**config.mk**
```make
export PLATFORM = sky130hd
export DESIGN_NAME = rgb_led_multiplex_scanner_flat
export DESIGN_NICKNAME = d
export VERILOG_FILES = /design/src/design/rlms_pkg.sv /design/src/design/rlms_ifc.sv /design/src/design/rgb_led_multiplex_scanner.sv /design/src/flat_wrapper.sv
export SDC_FILE = /design/constraint.sdc
export NUM_CORES = 1
export LEC_CHECK = 0
export BUFFER_PORTS_ARGS = -buffer_cell sky130_fd_sc_hd__clkbuf_2
export CAP_MARGIN = 30
export CORE_UTILIZATION = 45
export CTS_BUF_LIST = sky130_fd_sc_hd__clkbuf_8
export CTS_CLUSTER_SIZE = 12
export DETAILED_ROUTE_END_ITERATION = 10
export RECOVER_POWER = 100
export SLEW_MARGIN = 20
export SYNTH_ARGS = -nofsm -noshare
export SYNTH_HDL_FRONTEND = slang
export SYNTH_SLANG_ARGS = --single-unit
```
**constraint.sdc**
```tcl
create_clock -name clk -period 5.55 [get_ports clk]
set_input_delay 1.11 -clock clk [delete_from_list [all_inputs] [get_ports clk]]
set_output_delay 1.11 -clock clk [all_outputs]
set_load 0.1 [all_outputs]
```
**src/design/rlms_pkg.sv**
```systemverilog
// ----------------------------------------------------------------------------
// rlms_pkg
// shared types, codes and sizes for the rgb led multiplex scanner
// ----------------------------------------------------------------------------
package rlms_pkg;

	localparam int MAX_LEDS   = 8;
	localparam int IDX_W      = $clog2(MAX_LEDS);
	localparam int CNT_W      = 4;
	localparam int PHASE_W    = 3;
	localparam int ANODE_W    = 3;
	localparam int BRIGHT_W   = 4;
	localparam int COLOR_W    = 3;
	localparam int SEL_W      = 8;
	localparam int REQ_W      = 2;
	localparam int CFG_IDX_W  = 1;
	localparam int CFG_DATA_W = 4;

	localparam logic [BRIGHT_W-1:0] BRIGHT_MAX = BRIGHT_W'(8);
	localparam logic [CNT_W-1:0]    COUNT_MAX  = CNT_W'(MAX_LEDS);
	localparam logic [CNT_W-1:0]    COUNT_MIN  = CNT_W'(1);

	// request codes
	localparam logic [REQ_W-1:0] REQ_TICK    = 2'd0;
	localparam logic [REQ_W-1:0] REQ_SET     = 2'd1;
	localparam logic [REQ_W-1:0] REQ_CLR_ONE = 2'd2;
	localparam logic [REQ_W-1:0] REQ_CLR_ALL = 2'd3;

	// configuration register indexes
	localparam logic [CFG_IDX_W-1:0] CFG_LED_COUNT  = 1'b0;
	localparam logic [CFG_IDX_W-1:0] CFG_BRIGHTNESS = 1'b1;

	typedef logic [COLOR_W-1:0] color_t;

endpackage

```
**src/design/rlms_ifc.sv**
```systemverilog
// ----------------------------------------------------------------------------
// rlms item channels
// valid/ready channels for request items and drive items
// ----------------------------------------------------------------------------
interface rlms_req_if
	import rlms_pkg::*;
();
	logic                 valid;
	logic                 ready;
	logic [REQ_W-1:0]     req_type;
	logic [SEL_W-1:0]     led_select;
	logic [COLOR_W-1:0]   color_bits;

	modport source (output valid, req_type, led_select, color_bits, input ready);
	modport sink   (input valid, req_type, led_select, color_bits, output ready);
endinterface

interface rlms_res_if
	import rlms_pkg::*;
();
	logic               valid;
	logic               ready;
	logic               red_drive_n;
	logic               green_drive_n;
	logic               blue_drive_n;
	logic [ANODE_W-1:0] anode_index;
	logic               anode_on;

	modport source (output valid, red_drive_n, green_drive_n, blue_drive_n,
		anode_index, anode_on, input ready);
	modport sink   (input valid, red_drive_n, green_drive_n, blue_drive_n,
		anode_index, anode_on, output ready);
endinterface

```
**src/design/rgb_led_multiplex_scanner.sv**
```systemverilog
// ----------------------------------------------------------------------------
// rgb_led_multiplex_scanner
// Scans a row of on/off rgb leds that share active-low colour lines. A new
// item is taken each cycle while the result register is free: the item and
// the stored state feed short compare and select logic whose outcome lands
// in a single result register, so one item per clock is the sustained rate
// while results drain; a result appears the cycle after its item is taken.
// Set-colour items, and clear-one items whose led_select is at or above
// led_count, give no result. Every other item shows the led at the scan
// index (dark when the pwm phase is not below global_brightness), then
// steps the scan index; the pwm phase steps once per frame. The input side
// stays ready while the result register is empty or being drained.
// Configuration writes (led_count clamps to 1..8, brightness clamps to 8)
// are taken at any edge with cfg_we high and are meant for an idle block.
// ----------------------------------------------------------------------------
module rgb_led_multiplex_scanner
	import rlms_pkg::*;
(
	input  logic                  clk,
	input  logic                  arst_n,
	rlms_req_if.sink              req,
	rlms_res_if.source            res,
	input  logic                  cfg_we,
	input  logic [CFG_IDX_W-1:0]  cfg_index,
	input  logic [CFG_DATA_W-1:0] cfg_data
);

	// state
	color_t              store_q [MAX_LEDS];
	logic [IDX_W-1:0]    scan_q;
	logic [PHASE_W-1:0]  phase_q;
	logic [CNT_W-1:0]    count_q;
	logic [BRIGHT_W-1:0] bright_q;

	// result register
	logic               res_vld_q;
	logic               red_q, green_q, blue_q, anode_on_q;
	logic [ANODE_W-1:0] anode_idx_q;

	// item logic
	logic               accept;
	logic               sel_ok;
	logic               do_tick;
	color_t             store_nxt [MAX_LEDS];
	color_t             cur_col;
	logic               lit;
	logic [CNT_W-1:0]   scan_inc;
	logic [IDX_W-1:0]   scan_nxt;
	logic               phase_step;

	// configuration logic
	logic [CNT_W-1:0]    cfg_count;
	logic [BRIGHT_W-1:0] cfg_bright;

	// the result register frees up when it is empty or being taken
	assign req.ready = !res_vld_q || res.ready;
	assign accept    = req.valid && req.ready;

	assign sel_ok = req.led_select < {{(SEL_W-CNT_W){1'b0}}, count_q};

	// store update and tick decision for the item at the input
	always_comb begin
		for (int i = 0; i < MAX_LEDS; i++) begin
			store_nxt[i] = store_q[i];
		end
		do_tick = 1'b0;
		unique case (req.req_type)
			REQ_TICK: begin
				do_tick = 1'b1;
			end
			REQ_SET: begin
				if (sel_ok) begin
					store_nxt[req.led_select[IDX_W-1:0]] = req.color_bits;
				end
			end
			REQ_CLR_ONE: begin
				if (sel_ok) begin
					store_nxt[req.led_select[IDX_W-1:0]] = '0;
					do_tick = 1'b1;
				end
			end
			REQ_CLR_ALL: begin
				// only entries inside the current scan are cleared
				for (int i = 0; i < MAX_LEDS; i++) begin
					if (CNT_W'(i) < count_q) begin
						store_nxt[i] = '0;
					end
				end
				do_tick = 1'b1;
			end
			default: do_tick = 1'b0;
		endcase
	end

	// the tick sees the store after this item's clear
	assign cur_col = store_nxt[scan_q];
	assign lit     = {1'b0, phase_q} < bright_q;

	// scan wraps at led_count; phase steps when the new index is the last led
	assign scan_inc   = {{(CNT_W-IDX_W){1'b0}}, scan_q} + CNT_W'(1);
	assign scan_nxt   = (scan_inc == count_q) ? '0 : scan_inc[IDX_W-1:0];
	assign phase_step = ({{(CNT_W-IDX_W){1'b0}}, scan_nxt} == (count_q - CNT_W'(1)));

	// clamped register values
	always_comb begin
		priority if (cfg_data < COUNT_MIN) begin
			cfg_count = COUNT_MIN;
		end else if (cfg_data > COUNT_MAX) begin
			cfg_count = COUNT_MAX;
		end else begin
			cfg_count = cfg_data;
		end
		cfg_bright = (cfg_data > BRIGHT_MAX) ? BRIGHT_MAX : cfg_data;
	end

	// state registers
	always_ff @(posedge clk or negedge arst_n) begin
		if (!arst_n) begin
			for (int i = 0; i < MAX_LEDS; i++) begin
				store_q[i] <= '0;
			end
			scan_q   <= '0;
			phase_q  <= '0;
			count_q  <= COUNT_MAX;
			bright_q <= BRIGHT_MAX;
		end else if (cfg_we) begin
			unique case (cfg_index)
				CFG_LED_COUNT: begin
					count_q <= cfg_count;
					// a shrinking scan pulls the index back to the first led
					if ({{(CNT_W-IDX_W){1'b0}}, scan_q} >= cfg_count) begin
						scan_q <= '0;
					end
				end
				CFG_BRIGHTNESS: begin
					bright_q <= cfg_bright;
				end
				default: bright_q <= bright_q;
			endcase
		end else if (accept) begin
			for (int i = 0; i < MAX_LEDS; i++) begin
				store_q[i] <= store_nxt[i];
			end
			if (do_tick) begin
				scan_q <= scan_nxt;
				if (phase_step) begin
					phase_q <= phase_q + PHASE_W'(1);
				end
			end
		end
	end

	// result valid
	always_ff @(posedge clk or negedge arst_n) begin
		if (!arst_n) begin
			res_vld_q <= 1'b0;
		end else if (accept) begin
			res_vld_q <= do_tick;
		end else if (res.ready) begin
			res_vld_q <= 1'b0;
		end
	end

	// result payload, active-low colour lines, all dark in the off phase
	always_ff @(posedge clk) begin
		if (accept && do_tick) begin
			red_q       <= !(lit && cur_col[0]);
			green_q     <= !(lit && cur_col[1]);
			blue_q      <= !(lit && cur_col[2]);
			anode_on_q  <= lit;
			anode_idx_q <= ANODE_W'(scan_q);
		end
	end

	assign res.valid         = res_vld_q;
	assign res.red_drive_n   = red_q;
	assign res.green_drive_n = green_q;
	assign res.blue_drive_n  = blue_q;
	assign res.anode_index   = anode_idx_q;
	assign res.anode_on      = anode_on_q;

	// scan index never leaves the active scan
	a_scan_in_range: assert property (@(posedge clk) disable iff (!arst_n)
		{{(CNT_W-IDX_W){1'b0}}, scan_q} < count_q)
		else $error("scan index outside led_count");

	// led_count and brightness stay within their clamped ranges
	a_cfg_in_range: assert property (@(posedge clk) disable iff (!arst_n)
		count_q >= COUNT_MIN && count_q <= COUNT_MAX && bright_q <= BRIGHT_MAX)
		else $error("configuration register out of range");

	// a set-colour item never produces a drive item
	a_set_silent: assert property (@(posedge clk) disable iff (!arst_n)
		accept && req.req_type == REQ_SET |=> !res_vld_q)
		else $error("set-colour item produced a result");

	// scan and phase move only on an accepted tick or a count write; this checks the phase holds without an item
	a_phase_hold: assert property (@(posedge clk) disable iff (!arst_n)
		!accept |=> $stable(phase_q))
		else $error("pwm phase moved without an item");

	// an off-phase result keeps every colour line dark
	a_dark_lines: assert property (@(posedge clk) disable iff (!arst_n)
		res_vld_q && !anode_on_q |-> red_q && green_q && blue_q)
		else $error("colour line lit in dark phase");

endmodule

```
**src/flat_wrapper.sv**
```systemverilog
// flat-port wrapper written by rule: the top's interface ports become plain ports
module rgb_led_multiplex_scanner_flat import rlms_pkg::*;
  (clk, arst_n, cfg_we, cfg_index, cfg_data, req_valid, req_req_type, req_led_select, req_color_bits, req_ready, res_valid, res_red_drive_n, res_green_drive_n, res_blue_drive_n, res_anode_index, res_anode_on, res_ready);
  rlms_req_if req_i ();
  rlms_res_if res_i ();
  input  logic clk;
  input  logic arst_n;
  input  logic cfg_we;
  input  logic [CFG_IDX_W-1:0] cfg_index;
  input  logic [CFG_DATA_W-1:0] cfg_data;
  input wire logic [$bits(req_i.valid)-1:0] req_valid;
  input wire logic [$bits(req_i.req_type)-1:0] req_req_type;
  input wire logic [$bits(req_i.led_select)-1:0] req_led_select;
  input wire logic [$bits(req_i.color_bits)-1:0] req_color_bits;
  output wire logic [$bits(req_i.ready)-1:0] req_ready;
  output wire logic [$bits(res_i.valid)-1:0] res_valid;
  output wire logic [$bits(res_i.red_drive_n)-1:0] res_red_drive_n;
  output wire logic [$bits(res_i.green_drive_n)-1:0] res_green_drive_n;
  output wire logic [$bits(res_i.blue_drive_n)-1:0] res_blue_drive_n;
  output wire logic [$bits(res_i.anode_index)-1:0] res_anode_index;
  output wire logic [$bits(res_i.anode_on)-1:0] res_anode_on;
  input wire logic [$bits(res_i.ready)-1:0] res_ready;
  assign req_i.valid = req_valid;
  assign req_i.req_type = req_req_type;
  assign req_i.led_select = req_led_select;
  assign req_i.color_bits = req_color_bits;
  assign req_ready = req_i.ready;
  assign res_valid = res_i.valid;
  assign res_red_drive_n = res_i.red_drive_n;
  assign res_green_drive_n = res_i.green_drive_n;
  assign res_blue_drive_n = res_i.blue_drive_n;
  assign res_anode_index = res_i.anode_index;
  assign res_anode_on = res_i.anode_on;
  assign res_i.ready = res_ready;
  rgb_led_multiplex_scanner u_core (.clk(clk), .arst_n(arst_n), .req(req_i), .res(res_i), .cfg_we(cfg_we), .cfg_index(cfg_index), .cfg_data(cfg_data));
endmodule
```
## Yosys cells after proc, flatten, opt, wreduce, memory -nomap -nowiden

Cells that the tools add are included.

| storage, ports and cells | value |
|---|---|
| output and inout port bits | 9 |
| flip-flop bits (word level) | 46 |
| word-level logic and storage cells | 100 |
| input bits | 23 |

| operators by class | value |
|---|---|
| bitwise gates (word level) | 6 |
| equality and inequality tests | 7 |
| magnitude comparators | 16 |
| muxes and demuxes | 29 |
| $add $sub $neg | 3 |
| reductions and logical operators | 21 |

Operator list:

| cell | count |
|---|---|
| 24-bit one-hot mux with 3 select lines | 1 |
| 3-bit 2-to-1 mux | 17 |
| 24-bit 2-to-1 mux | 2 |
| 24-bit AND | 1 |
| 24-bit bitwise mux | 1 |
| 24-bit NOT | 1 |
| 3-bit by 4-bit < comparator with 1-bit output, first input constant | 4 |
| 3-bit binary-select mux with 3-bit select | 1 |
| 3-bit demux with 3-bit select | 1 |
| 4-bit greater-or-equal comparator, second input constant | 2 |
| 1-bit by 4-bit < comparator with 1-bit output, first input constant | 2 |
| 2-bit by 4-bit < comparator with 1-bit output, first input constant | 2 |
| 4-bit by 1-bit < comparator with 1-bit output, second input constant | 2 |
| 8-bit by 4-bit < comparator with 1-bit output | 1 |
| 4-bit 2-to-1 mux | 2 |
| 3-bit NOT with 4-bit output | 2 |
| 4-bit AND reduction | 2 |
| 1-bit logical AND | 6 |
| 2-bit AND reduction | 3 |
| 2-bit nonzero test | 3 |
| 3-bit by 1-bit adder with 4-bit output, second input constant | 1 |
| 2-bit equality test, second input constant | 2 |
| 3-bit by 4-bit equality test with 1-bit output | 1 |
| 4-bit equality test | 1 |
| 15 further kinds | 21 |

## Longest topological paths before layout

Gate-level depths: netlist (run 1).

| depth | value |
|---|---|
| depth after elaboration | 14 |
| gate-level depth with buffers | 11 |
| mapped depth without buffers | 11 |

## Worst setup path after synthesis (run 1)

No wires, ideal clock.

| path | value |
|---|---|
| path type | input -> register |
| from | input res_ready |
| to | register u_core.store_q[12] (netlist name) |
| library setup time | 0.122 ns |
| arrival time | 3.298 ns |
| cell stages on the path | 6 |
| data required time | 5.428 ns |
| setup slack | 2.130 ns |
| path through | nand2b_1 > nand2_1 > or2_2 > buf_1 > or4_2 > a32o_1 |

| between the ends | value |
|---|---|
| cells in the longest elaborated chain, start to end | 3 |

Ends and longest elaborated chain:

| element | line | source |
|---|---|---|
| start, declared | flat_wrapper.sv:22 | `input wire logic [$bits(res_i.ready)-1:0] res_ready;` |
| 1-bit logical OR | rgb_led_multiplex_scanner.sv:56 | `assign req.ready = !res_vld_q \|\| res.ready;` |
| 1-bit logical AND | rgb_led_multiplex_scanner.sv:57 | `assign accept = req.valid && req.ready;` |
| 2-bit AND reduction (no line) | -- |  |
| end signal, assigned by index | rgb_led_multiplex_scanner.sv:142 | `store_q[i] <= store_nxt[i];` |
| end, declared | rgb_led_multiplex_scanner.sv:29 | `color_t store_q [MAX_LEDS];` |

No other way between the ends.
A chain may end at the register's enable or synchronous reset.

## Final worst setup path (run 1)

| path | value |
|---|---|
| from | input req_led_select[1] |
| to | register u_core.green_q, in the netlist u_core.res.green_drive_n (data pin) |

| between the ends | value |
|---|---|
| cells in the longest elaborated chain, start to end | 14 |
| elaborated cells between the ends (all ways) | 18 |

Ends and longest elaborated chain:

| element | line | source |
|---|---|---|
| start, declared | flat_wrapper.sv:13 | `input wire logic [$bits(req_i.led_select)-1:0] req_led_select;` |
| 3-bit NOT with 4-bit output (implied by the code) | rgb_led_multiplex_scanner.sv:73, rgb_led_multiplex_scanner.sv:78 |  |
| 4-bit greater-or-equal comparator (implied by the code) / 4-bit by 1-bit < comparator with 1-bit output (equally long branches) | rgb_led_multiplex_scanner.sv:73, rgb_led_multiplex_scanner.sv:78 |  |
| 1-bit logical AND (implied by the code) | rgb_led_multiplex_scanner.sv:73, rgb_led_multiplex_scanner.sv:78 |  |
| 3-bit 2-to-1 mux (implied by the code) | rgb_led_multiplex_scanner.sv:73, rgb_led_multiplex_scanner.sv:78 |  |
| 3-bit demux with 3-bit select | rgb_led_multiplex_scanner.sv:73, rgb_led_multiplex_scanner.sv:78 |  |
| 24-bit NOT (no line) | -- |  |
| 24-bit AND (no line) | -- |  |
| 24-bit 2-to-1 mux | rgb_led_multiplex_scanner.sv:77 | `if (sel_ok) begin` |
| 24-bit one-hot mux with 3 select lines * | rgb_led_multiplex_scanner.sv:67 | `unique case (req.req_type)` |
| 3-bit binary-select mux with 3-bit select * | rgb_led_multiplex_scanner.sv:96 | `assign cur_col = store_nxt[scan_q];` |
| 3-bit 2-to-1 mux (implied by the code) * (2 in series) | rgb_led_multiplex_scanner.sv:96 |  |
| 1-bit logical AND * | rgb_led_multiplex_scanner.sv:168 | `green_q <= !(lit && cur_col[1]);` |
| 1-bit logical NOT * | rgb_led_multiplex_scanner.sv:168 |  |
| end signal, assigned | rgb_led_multiplex_scanner.sv:168 |  |
| end, declared | rgb_led_multiplex_scanner.sv:37 | `logic red_q, green_q, blue_q, anode_on_q;` |

Every way passes the cells marked *; elsewhere a longest branch is shown, timed or not. The select of a mux whose other input is x is not followed.

==> metrics.sh, run 1 <==
WEIGHTED_CONGESTION_AT_THE_END_OF_ROUTABILITY_DRIVEN_GLOBAL_PLACEMENT=0.873
DRTITER0DRC=213
TRITONCTS='yes'
TIMING.CRITICAL_PATH.FROM='req_led_select[1]'
WIRE_LENGTH_OF_THE_FIRST_GLOBAL_ROUTING_PASS_UM=12500
FINALCLOCKSKEW_NS=0.00986
LEADING_POST_SYNTHESIS_CELLS_BY_CELL_AREA='sky130_fd_sc_hd__dfrtp_1 31%, sky130_fd_sc_hd__ha_1 7.5%, sky130_fd_sc_hd__o21ai_0 7.3%'
AVGROUTEDWIREPERCELL_UM=17.6
TOP_LEVEL_PORT_COUNT=32
SYNTH_FP_NETS=375
CRIT-REG2REG-CAPTURE='u_core.res.green_drive_n'
MAX_FREQ_MHz=247
CRITICAL_PATH_DATA_REQUIRED_TIME_NS=5.69
DETAIL_ROUTE.DRC_VIOLATIONS=0
INITIAL_CORE_UTIL=0.471
FLOORPLAN.DIE_AREA_SQ_MM=0.00701
ANTENNA_FOUND_INITIAL=0
ROUTE.ANTENNA.REMAINING_NETS=0
CLK_PIN_SLEW_WORST_PATHS_NS=0.09
MAX_SLEW.WORST_PIN.SLEW_NS=1.31
ROWS=29
REG2REG_FROM='u_core.count_q[3]'
WORSTPATHMAXFANOUT=7
YOSYS.AREA.TOP_TYPE_SHARE=0.308
GRT_PASS1_VIAS=2446
ROUTED_WIRELENGTH_UM=7740
AREA_DELTA_SYNTH_FINAL_PCT=8.57
TOTALNEGATIVESETUPSLACK_NS=0
CORE-AREA_SQ_MM=0.00639
H-TREE-DEPTH=2
LARGEST_AREA_CONTRIBUTOR_IN_THE_NETLIST='sky130_fd_sc_hd__dfrtp_1'
FINALMAXSLEWVIOLATIONS=0
REGTOREGSETUPSLACK_NS=1.77
DETAILEDROUTE.FIRSTPASSITERATIONCOUNT=7
CLOCK_INSERTION_DELAY_WORST_SKEW_NS=0.31
NUM-NETS-FINAL=403
NETLIST_AREA_SQ_MM=0.00301
GLOBALROUTE.TOTALOVERFLOW=0
FIN_CRIT_NS=4.04
CHIPHEIGHT_UM=83.7
MEAN_POST_SYNTH_CELL_AREA_SQ_UM=9.00
SYNTH.LIB_CELLS_USED.DISTINCT=54
PATH_CLASS='in2reg'
PORT-BUFFER-COUNT=31
TRITONCTS.NUM_BUFFERS=5
SEQ_CELLS_POST_SYNTH=46
MAXCAPVIOLATIONS=0
SYNTH_ASYNC_SR_FLOP_SHARE=0.848
ANTENNADIODECOUNT=0
CTS_RESIZED=0
GRTUSAGETOTAL=0.228
PATH_CELLS='clkbuf_1 -> ha_1 -> o211ai_1 -> nor4b_1 -> nor2_1 -> or3_1 -> a221oi_1 -> nor3_1 -> a31oi_1'
WORSTREGTOREGCELLS=9
POWER.STATIC_LEAKAGE_nW=1.37
TIMING.CRITICAL_PATH.ARRIVAL_NS=4.18
TIMING.CRITICAL_PATH.SLOWEST_STAGE_CELL='sky130_fd_sc_hd__nor4b_1'
POST-ROUTE-PERIOD-UTIL=0.728
VIAS_PER_CELL=6.12
YOSYS_MOST_USED_DFF='sky130_fd_sc_hd__dfrtp_1'
STATUS='complete, no violations'
SYNTH_COMMON_CELLS='44 x sky130_fd_sc_hd__nand2_1, 44 x sky130_fd_sc_hd__o21ai_0, 37 x sky130_fd_sc_hd__dfrtp_1, 22 x sky130_fd_sc_hd__nor2_1, 18 x sky130_fd_sc_hd__ha_1'
POSTSYNTHCELLCOUNT=334
HOLDPATHSTAGES=1
POWER_DENSITY_mW_PER_MM2=328
TIMING.CRITICAL_PATH.SLOWEST_CELL_DELAY_NS=1.00
MAX-VDD-IR-DROP_mV=0.197
CTS_HOLD_BUF=0
WORSTHOLDPATHTYPE='reg2reg'
POST_SYNTHESIS_SEQUENTIAL_AREA_RATIO=0.395
GRT_MAX_DEGREE=25
HOLDWS_NS=0.485
CRITPATHLAUNCHTYPE='input port'
CTS-ROOT-BUF='sky130_fd_sc_hd__clkbuf_8'
VIAS=2691
POST-DP-HPWL_UM=6060
FLOORPLAN.DIE.WIDTH_UM=83.7
TIMING_HOLD_VIOLATIONS_FINAL=0
GRT_SETUP_UNREPAIRED='no'
POST_ROUTE_CELLS_DRIVE_ABOVE_1_SHARE=0.110
SETUP-VIOLATIONS-FINAL=0
CP-END-KIND='flip-flop'
SYNTH_ENABLE_FLOP_CELLS=7
SYNTH-WARNING-COUNT=0
SETUP.WORST_PATH.END='u_core.res.green_drive_n'
CTS.SINKS=46
CLK_PATH_BUF_DEPTH=2
POST-CTS-SETUP-BUFFER-COUNT=0
MAXSLEWHEADROOM=0.128
[power by group]
part | internal [W] | switching, W | total (W) | leakage [nW]
logic | 0.000165 | 0.000272 | 0.000437 | 0.729
clock network | 0.0000888 | 0.000121 | 0.000210 | 0.0483
registers | 0.000380 | 0.0000441 | 0.000424 | 0.591
[placed cells by master, fill, tap and decap left out, types with 3 or more instances in the layout]
cell type,count
sky130_fd_sc_hd__or2_2,4
sky130_fd_sc_hd__xor2_1,3
sky130_fd_sc_hd__a31oi_1,3
sky130_fd_sc_hd__a21oi_1,10
sky130_fd_sc_hd__clkbuf_1,13
sky130_fd_sc_hd__nor2_1,22
sky130_fd_sc_hd__clkbuf_8,5
sky130_fd_sc_hd__nand2_1,44
sky130_fd_sc_hd__ha_1,18
sky130_fd_sc_hd__xnor2_1,6
sky130_fd_sc_hd__a221oi_1,16
sky130_fd_sc_hd__nand2b_1,16
sky130_fd_sc_hd__o21ai_0,44
sky130_fd_sc_hd__nand3_1,6
sky130_fd_sc_hd__a211oi_1,5
sky130_fd_sc_hd__clkbuf_2,19
sky130_fd_sc_hd__edfxtp_1,7
sky130_fd_sc_hd__dfrtp_1,37
sky130_fd_sc_hd__a21o_1,3
sky130_fd_sc_hd__nor3_1,8
sky130_fd_sc_hd__nor4_1,5
sky130_fd_sc_hd__nor2b_1,4
sky130_fd_sc_hd__a32o_1,3
sky130_fd_sc_hd__nor4b_1,3
sky130_fd_sc_hd__inv_1,14
sky130_fd_sc_hd__mux2_2,3
sky130_fd_sc_hd__nand4_1,3
sky130_fd_sc_hd__and2_1,5
[registers in the layout, summed over array words and instances, names as in the netlist]
signal / flops
u_core.res.anode_on: 1
u_core.res.anode_index: 3
u_core.scan_q: 3
u_core.res.red_drive_n: 1
u_core.phase_q: 3
u_core.res.valid: 1
u_core.res.blue_drive_n: 1
u_core.store_q: 24
u_core.res.green_drive_n: 1
u_core.bright_q: 4
u_core.count_q: 4
[per-stage QoR]
step,cell area (sq um),std cells,util,setup WS (ns),total power (W)
after floorplan,3010,334,-,2.13,0.000764
after global placement,3210,431,0.503,1.91,0.000863
after detailed placement,3240,432,0.508,1.85,0.000868
after CTS,3330,440,0.521,2.16,0.00108
after global routing,3260,440,0.511,1.23,0.00114
final,3260,440,0.511,1.51,0.00107
[cell type report]
cell class | count | area, sq um
sequential | 46 | 1190
clock inverter | 3 | 18.8
clock buffer | 5 | 68.8
tap | 77 | 96.3
fill | 633 | 3120
multi-input combinational | 263 | 1700
inverter | 14 | 52.6
timing repair buffer | 32 | 144
[layer usage]
metal / vias up / wire [um] / track usage
met2: 121 / 3200 / 0.344
met4: 0 / 194 / 0.0770
met1: 1250 / 3870 / 0.338
met3: 25 / 473 / 0.0247
li1: 1295 / - / -
met5: - / 0 / 0
[cells by family after synthesis]
group,Yosys count,synth area share
fa+ha+maj,18,0.0749
mux,3,0.0112
xor+xnor,9,0.0262
simple gates,128,0.219
compound gates,105,0.241
flops,46,0.395
buf+inv,25,0.0320
[critical path, delay by kind of cell]
kind	cells	cell delay [ns]
adder cells (fa/ha/maj)	1	0.30
buffers and inverters	1	0.24
AND/OR/NAND/NOR	4	1.57
AO/OA/AOI/OAI	3	0.96
[worst min-delay path by stage]
stage                                     to  slack, ns               start
after global placement    u_core.bright_q[0]       0.47  u_core.bright_q[0]
after floorplan            u_core.phase_q[2]       0.45   u_core.phase_q[2]
after detailed placement   u_core.phase_q[2]       0.48   u_core.phase_q[2]
after CTS                  u_core.phase_q[2]       0.49   u_core.phase_q[2]
final                      u_core.phase_q[2]       0.48   u_core.phase_q[2]
after global routing       u_core.phase_q[2]       0.52   u_core.phase_q[2]
No activity file was read; power rests on OpenSTA's default activity.
==> run 2: changes to the inputs <==
--- a/config.mk
+++ b/config.mk
@@ -11,6 +11,7 @@
 export CTS_BUF_LIST = sky130_fd_sc_hd__clkbuf_8
 export CTS_CLUSTER_SIZE = 12
 export DETAILED_ROUTE_END_ITERATION = 10
+export PLACE_DENSITY = 0.66
 export RECOVER_POWER = 100
 export SLEW_MARGIN = 20
 export SYNTH_ARGS = -nofsm -noshare
==> constraint.sdc (replaced) <==
create_clock -name clk -period 3.3 [get_ports clk]
set_input_delay 0.66 -clock clk [delete_from_list [all_inputs] [get_ports clk]]
set_output_delay 0.66 -clock clk [all_outputs]
set_load 0.1 [all_outputs]
==> run 2 against run 1 <==
  * Sequential power increased by 68%
  * Via count increased by 3.1%
  * Die area unchanged
  * Critical endpoint is now u_core.res.blue_drive_n
==> metrics.sh, run 2 (same netlist as run 1, synthesis figures left out) <==
ANTENNA_FOUND_INITIAL=0  # unchanged
ANTENNADIODECOUNT=0  # unchanged
ROUTED_WIRELENGTH_UM=7840  # +1.4%
MOST_COMMON_CELL_AFTER_LAYOUT_FILL_AND_TAPS_ASIDE='sky130_fd_sc_hd__nand2_1'
COMB_POWER_SHARE=0.416  # +0.008
GLOBALROUTEMET3UTIL=0.0346  # +0.00989
POST-DP-HPWL_UM=6010  # -0.90%
CTS.SINKS=46  # unchanged
CLK_PATH_BUF_DEPTH=2  # unchanged
POWER.STATIC_LEAKAGE_nW=1.40  # +2.6%
MAXCAPVIOLATIONS=0  # unchanged
WORSTREGTOREGCELLS=10  # +1
REGISTERS_WITH_THE_MOST_FLIP_FLOPS='u_core.store_q x24, u_core.bright_q x4, u_core.count_q x4'
FLOORPLAN.DIE.WIDTH_UM=83.7  # unchanged
LARGEST_REGISTER_FFS=24  # unchanged
CHIPHEIGHT_UM=83.7  # unchanged
REGTOREGSETUPSLACK_NS=0.18  # -1.59 ns
GRT_USE_MET1=0.355  # +0.0173
DRTITER0DRC=282  # +32%
SWSHARE=0.409  # +0.00127
MAXSLEWHEADROOM=0.0808  # -0.0471
CRIT-REG2REG-CAPTURE='u_core.res.blue_drive_n'
POWER_DENSITY_mW_PER_MM2=540  # +65%
TIMING.CRITICAL_PATH.ARRIVAL_NS=3.24  # -0.94 ns
POST_ROUTE_CELLS_DRIVE_ABOVE_1_SHARE=0.132  # +0.0219
CRITICAL_PATH_DATA_REQUIRED_TIME_NS=3.41  # -2.28 ns
CTS_HOLD_BUF=0  # unchanged
CLK_PIN_SLEW_WORST_PATHS_NS=0.10  # about the same
SWITCHINGPOWER_W=0.000739  # +69%
GLOBALROUTE.BUSIESTLAYER='met1'
CRITPATHLAUNCHTYPE='flip-flop'
GRT_SETUP_UNREPAIRED='no'
DETAILEDROUTE.FIRSTPASSITERATIONCOUNT=6  # -1
PATH_CLASS='reg2reg'
CLOCK_INSERTION_DELAY_WORST_SKEW_NS=0.31  # about the same
FIN_CRIT_NS=3.12
TOP_LEVEL_PORT_COUNT=32  # unchanged
SETUP-VIOLATIONS-FINAL=0  # unchanged
ROWS=29  # unchanged
VIAS_PER_CELL=6.19  # +1.2%
PORT-BUFFER-COUNT=31  # unchanged
CP-END-KIND='flip-flop'
FINALCLOCKSKEW_NS=0.0179  # +0.00803 ns
GRT.MET2_USAGE=0.350  # +0.00591
POWER_FRAC_SEQ=0.395  # about the same
POST-CTS-SETUP-BUFFER-COUNT=0  # unchanged
FINISH.CELL_COUNT_WITHOUT_FILLERS=448  # +1.8%
MAX_FREQ_MHz=320
NUM-NETS-FINAL=411  # +2.0%
DETAIL_ROUTE.DRC_VIOLATIONS=0  # unchanged
REG2REG_FROM='u_core.count_q[3]'
POST-ROUTE-PERIOD-UTIL=0.946
WORSTHOLDPATHTYPE='in2async'
VIAS=2774  # +3.1%
TRITONCTS='yes'
INITIAL_CORE_UTIL=0.471  # unchanged
FINALMAXSLEWVIOLATIONS=0  # unchanged
FLOORPLAN.DIE_AREA_SQ_MM=0.00701  # unchanged
POST-PLACE-CELLS=440  # +1.9%
POWER_REPORT.INTERNAL_TOTAL_W=0.00107  # +68%
H-TREE-DEPTH=2  # unchanged
MAX_SLEW.WORST_PIN.SLEW_NS=1.38  # +0.0707 ns
WORSTPATHMAXFANOUT=8  # +1
TOTALNEGATIVESETUPSLACK_NS=0  # unchanged
GLOBALROUTE.TOTALOVERFLOW=0  # unchanged
GRT_MAX_DEGREE=26  # +4.0%
GRTUSAGETOTAL=0.237  # +0.00894
CORE-AREA_SQ_MM=0.00639  # unchanged
TRITONCTS.NUM_BUFFERS=5  # unchanged
GRT_PASS1_VIAS=2579  # +5.4%
ROUTE.ANTENNA.REMAINING_NETS=0  # unchanged
AREA_DELTA_SYNTH_FINAL_PCT=11.2
CTS-ROOT-BUF='sky130_fd_sc_hd__clkbuf_8'
STATUS='complete, no violations'
WEIGHTED_CONGESTION_AT_THE_END_OF_ROUTABILITY_DRIVEN_GLOBAL_PLACEMENT=0.887  # +1.7%
P_CLK_FRAC=0.189  # -0.007
WIRE_LENGTH_OF_THE_FIRST_GLOBAL_ROUTING_PASS_UM=13100  # +5.1%
MAX-VDD-IR-DROP_mV=0.354  # +79%
TIMING_HOLD_VIOLATIONS_FINAL=0  # unchanged
FINAL_CELL_MIX='44 x sky130_fd_sc_hd__nand2_1, 43 x sky130_fd_sc_hd__o21ai_0, 37 x sky130_fd_sc_hd__dfrtp_1'
BIGGEST_REGISTER='u_core.store_q'
AVGROUTEDWIREPERCELL_UM=17.5  # -0.41%
==> run 2: final cells by class <==
type | count | area, sq um
clock buffers | 5 | 68.8
multi-input cells | 263 | 1720
flip-flops and latches | 46 | 1190
clock inverters | 3 | 16.3
inverters | 14 | 52.6
fillers | 631 | 3040
repair buffers | 40 | 200
well taps | 77 | 96.3
==> run 2: repair_timing <==
action / 4_1_cts / 5_1_grt
endpoints found under the setup margin: 0 / 2
gates resized for setup: 0 / 2
endpoints found under the hold margin: 0 / 0
==> run 2: worst max-delay path by stage <==
stage | end | from
CTS | u_core.res.blue_drive_n | u_core.count_q[3]
global placement | u_core.res.blue_drive_n | req_led_select[3]
global route | u_core.res.blue_drive_n | u_core.count_q[3]
detailed placement | u_core.res.blue_drive_n | req_led_select[3]
finish | u_core.res.blue_drive_n | u_core.count_q[3]
floorplan | u_core.store_q[12] | u_core.res.valid
==> run 2: metal layers <==
layer  vias to the layer above  part of all wire
met1                      1325              0.48
li1                       1304                 -
met5                         -                 0
met4                         0             0.021
met3                        21             0.062
met2                       124              0.44
==> run 2: power groups by stage <==
stage / clock network, W / registers (W) / logic, W
floorplan: 0 / 0.000768 / 0.000517
global placement: 0 / 0.000723 / 0.000725
detailed placement: 0 / 0.000723 / 0.000748
CTS: 0.000348 / 0.000713 / 0.000751
global route: 0.000371 / 0.000723 / 0.000827
finish: 0.000342 / 0.000713 / 0.000751
==> run 2: worst max-delay path, cell delays in order, from the launching register on <==
cell and delay (ns):
sky130_fd_sc_hd__dfstp_2 0.61, sky130_fd_sc_hd__inv_1 0.11, sky130_fd_sc_hd__ha_1 0.37, sky130_fd_sc_hd__a211oi_2 0.30, sky130_fd_sc_hd__buf_4 0.17, sky130_fd_sc_hd__nand3_1 0.07
sky130_fd_sc_hd__nor4_1 0.29, sky130_fd_sc_hd__o21ai_0 0.22, sky130_fd_sc_hd__a221oi_1 0.46, sky130_fd_sc_hd__nor3_1 0.10, sky130_fd_sc_hd__a31oi_1 0.24
==> run 2: per-stage QoR <==
stage               total power, W   util  hold slack (ns)  cell area (sq um)  setup slack [ns]
finish                     0.00181  0.524            0.394               3340             0.179
detailed placement         0.00147  0.516            0.471               3290             0.118
CTS                        0.00181  0.529            0.277               3380             0.148
global placement           0.00145  0.513            0.463               3270             0.242
global route               0.00192  0.524            0.473               3340            0.0255
floorplan                  0.00129      -            0.364               3010             0.133
==> run 3: changes to the inputs <==
--- a/config.mk
+++ b/config.mk
@@ -13,6 +13,7 @@
 export DETAILED_ROUTE_END_ITERATION = 10
 export PLACE_DENSITY = 0.66
 export RECOVER_POWER = 100
+export SETUP_SLACK_MARGIN = 0.2
 export SLEW_MARGIN = 20
 export SYNTH_ARGS = -nofsm -noshare
 export SYNTH_HDL_FRONTEND = slang
==> run 3 against run 2 <==
  * Die area did not move
  * Setup slack improved by 0.075 ns
  * Clock skew fell by 0.0089 ns
  * Combinational power rose by 0.5%
  * Non-clock buffer count rose by 3
  * Wire length fell by 0.51%
  * Global-route usage barely moved
  * Final area rose by 1.8%
  * Cell count rose by 0.67%
  * Fmax rose by 2.5%
  * Largest cell class unchanged
  * Largest power group unchanged
==> metrics.sh, run 3 (same netlist as run 1, synthesis figures left out) <==
STATUS='complete, no violations'
CRIT-REG2REG-CAPTURE='u_core.res.green_drive_n'
FIN_CRIT_NS=3.05  # -0.0749 ns
WEIGHTED_CONGESTION_AT_THE_END_OF_ROUTABILITY_DRIVEN_GLOBAL_PLACEMENT=0.882  # -0.61%
MAX-VDD-IR-DROP_mV=0.279  # -21%
MAXCAPVIOLATIONS=0  # unchanged
SWSHARE=0.395  # -0.0146
FINAL_CELL_MIX='44 x sky130_fd_sc_hd__nand2_1, 44 x sky130_fd_sc_hd__o21ai_0, 37 x sky130_fd_sc_hd__dfrtp_1'
ROUTED_WIRELENGTH_UM=7800  # -0.51%
TOTALNEGATIVESETUPSLACK_NS=0  # unchanged
CRITPATHLAUNCHTYPE='flip-flop'
MAX_FREQ_MHz=328  # +2.5%
TIMING.CRITICAL_PATH.ARRIVAL_NS=3.18  # -0.06 ns
PRE_CTS_WS_NS=0.203  # +0.0853 ns
TIMING_HOLD_VIOLATIONS_FINAL=0  # unchanged
WORSTREGTOREGCELLS=9  # -1
CP-END-KIND='flip-flop'
AREA_DELTA_SYNTH_FINAL_PCT=13.2
ROUTE.ANTENNA.REMAINING_NETS=0  # unchanged
POST-ROUTE-PERIOD-UTIL=0.923  # -0.0227
MAXSLEWHEADROOM=0.0627  # -0.0181
PATH_CELLS='inv_1 -> ha_2 -> a211oi_2 -> nand2b_1 -> nor3_1 -> o21ai_0 -> a221oi_1 -> nor4_1 -> a31oi_1'
WIRE_LENGTH_OF_THE_FIRST_GLOBAL_ROUTING_PASS_UM=13100  # -0.53%
GRT_PASS1_VIAS=2582  # +0.12%
SWITCHINGPOWER_W=0.000752  # +1.7%
TIMING.CRITICAL_PATH.SLOWEST_STAGE_CELL='sky130_fd_sc_hd__dfstp_1'
GRT_MAX_DEGREE=26  # unchanged
INITIAL_CORE_UTIL=0.471  # unchanged
CHIPHEIGHT_UM=83.7  # unchanged
CLOCK_INSERTION_DELAY_WORST_SKEW_NS=0.31  # about the same
PATH_CLASS='reg2reg'
TRITONCTS='yes'
ANTENNADIODECOUNT=0  # unchanged
FLOORPLAN.DIE_AREA_SQ_MM=0.00701  # unchanged
TRITONCTS.NUM_BUFFERS=5  # unchanged
FLOORPLAN.DIE.WIDTH_UM=83.7  # unchanged
CLK_PIN_SLEW_WORST_PATHS_NS=0.10  # about the same
CLK_PATH_BUF_DEPTH=2  # unchanged
GRTUSAGETOTAL=0.237  # about the same
CTS_HOLD_BUF=0  # unchanged
CTS-ROOT-BUF='sky130_fd_sc_hd__clkbuf_8'
CORE-AREA_SQ_MM=0.00639  # unchanged
GLOBALROUTE.TOTALOVERFLOW=0  # unchanged
NUM-NETS-FINAL=414  # +0.73%
ROWS=29  # unchanged
POWER.STATIC_LEAKAGE_nW=1.43  # +1.8%
CRITICAL_PATH_DATA_REQUIRED_TIME_NS=3.44  # +0.03 ns
FINALCLOCKSKEW_NS=0.00899  # -0.00889 ns
POST-DP-HPWL_UM=5800  # -3.4%
DETAIL_ROUTE.DRC_VIOLATIONS=0  # unchanged
TOP_LEVEL_PORT_COUNT=32  # unchanged
POWER_FRAC_SEQ=0.374  # -0.021
WORSTPATHMAXFANOUT=5  # -3
POWER_W=0.00190  # +5.4%
VIAS=2770  # -0.14%
FINAL.SETUP.WORST_SLACK_NS=0.254  # +0.0749 ns
REGTOREGSETUPSLACK_NS=0.25  # +0.07 ns
COMB_POWER_SHARE=0.396  # -0.020
WORSTHOLDPATHTYPE='in2async'
REG2REG_FROM='u_core.count_q[3]'
VIAS_PER_CELL=6.14  # -0.81%
GRT_SETUP_UNREPAIRED='yes'
PORT-BUFFER-COUNT=31  # unchanged
H-TREE-DEPTH=2  # unchanged
DETAILEDROUTE.FIRSTPASSITERATIONCOUNT=5  # -1
SETUP-VIOLATIONS-FINAL=0  # unchanged
DRTITER0DRC=261  # -7.4%
TIMING.CRITICAL_PATH.SLOWEST_CELL_DELAY_NS=0.61  # about the same
POWER_REPORT.INTERNAL_TOTAL_W=0.00115  # +8.0%
CTS.SINKS=46  # unchanged
REGISTERS_WITH_THE_MOST_FLIP_FLOPS='u_core.store_q x24, u_core.bright_q x4, u_core.count_q x4'
FINALMAXSLEWVIOLATIONS=0  # unchanged
POWER_DENSITY_mW_PER_MM2=559  # +3.6%
POST_ROUTE_CELLS_DRIVE_ABOVE_1_SHARE=0.144  # +0.0123
AVGROUTEDWIREPERCELL_UM=17.3  # -1.2%
ANTENNA_FOUND_INITIAL=0  # unchanged
LARGEST_REGISTER_FFS=24  # unchanged
P_CLK_FRAC=0.229  # +0.040
BIGGEST_REGISTER='u_core.store_q'
MAX_SLEW.WORST_PIN.SLEW_NS=1.41  # +0.0271 ns
run 3: layout make-up:
class | count | area [sq um]
clock buffer | 5 | 68.8
clock inverter | 3 | 45.0
fill | 616 | 2980
inverter | 14 | 52.6
multi-input combinational | 263 | 1730
sequential | 46 | 1190
tap | 77 | 96.3
timing repair buffer | 43 | 219
run 3: power groups by stage:
stage	Sequential (W)	Clock (W)	Combinational, W
after global routing	0.000723	0.000465	0.000839
after global placement	0.000723	0	0.000725
after CTS	0.000714	0.000439	0.000743
after floorplan	0.000768	0	0.000518
after detailed placement	0.000724	0	0.000740
final	0.000713	0.000437	0.000755
run 3: worst max path at each step:
stage / startpoint / endpoint / slack (ns)
after floorplan: req_led_select[3] / u_core.res.blue_drive_n / 0.48
after global placement: req_led_select[3] / u_core.res.green_drive_n / 0.25
after detailed placement: req_led_select[1] / u_core.res.green_drive_n / 0.20
after CTS: u_core.count_q[3] / u_core.res.green_drive_n / 0.22
after global routing: u_core.count_q[3] / u_core.res.green_drive_n / 0.12
final: u_core.count_q[3] / u_core.res.green_drive_n / 0.25
run 3: critical path, delay by kind of cell, from the launching register on:
family                   cells  cell delay [ns]
adder cells (fa/ha/maj)      1             0.32
flip-flops                   1             0.61
AO/OA/AOI/OAI                4             1.13
AND/OR/NAND/NOR              3             0.71
buffers and inverters        1             0.11
run 3: per-stage QoR:
step	cells	hold WS [ns]	utilization	instance area (sq um)
floorplan	334	0.364	-	3010
global placement	439	0.463	0.513	3280
detailed placement	440	0.475	0.516	3300
CTS	448	0.280	0.534	3410
global route	451	0.449	0.533	3400
finish	451	0.399	0.533	3400
run 3: per-layer routing:
layer,up-vias,part of all wire,GRT usage
met2,106,0.43,0.347
met4,0,0.019,0.0693
met5,-,0,0
met3,14,0.074,0.0415
li1,1314,-,-
met1,1336,0.47,0.357
run 3: timing repair:
item | 4_1_cts | 5_1_grt
endpoints found under the hold margin | 0 | 0
gates resized for setup | 0 | 8
endpoints found under the setup margin | 0 | 4
setup buffers | 0 | 3
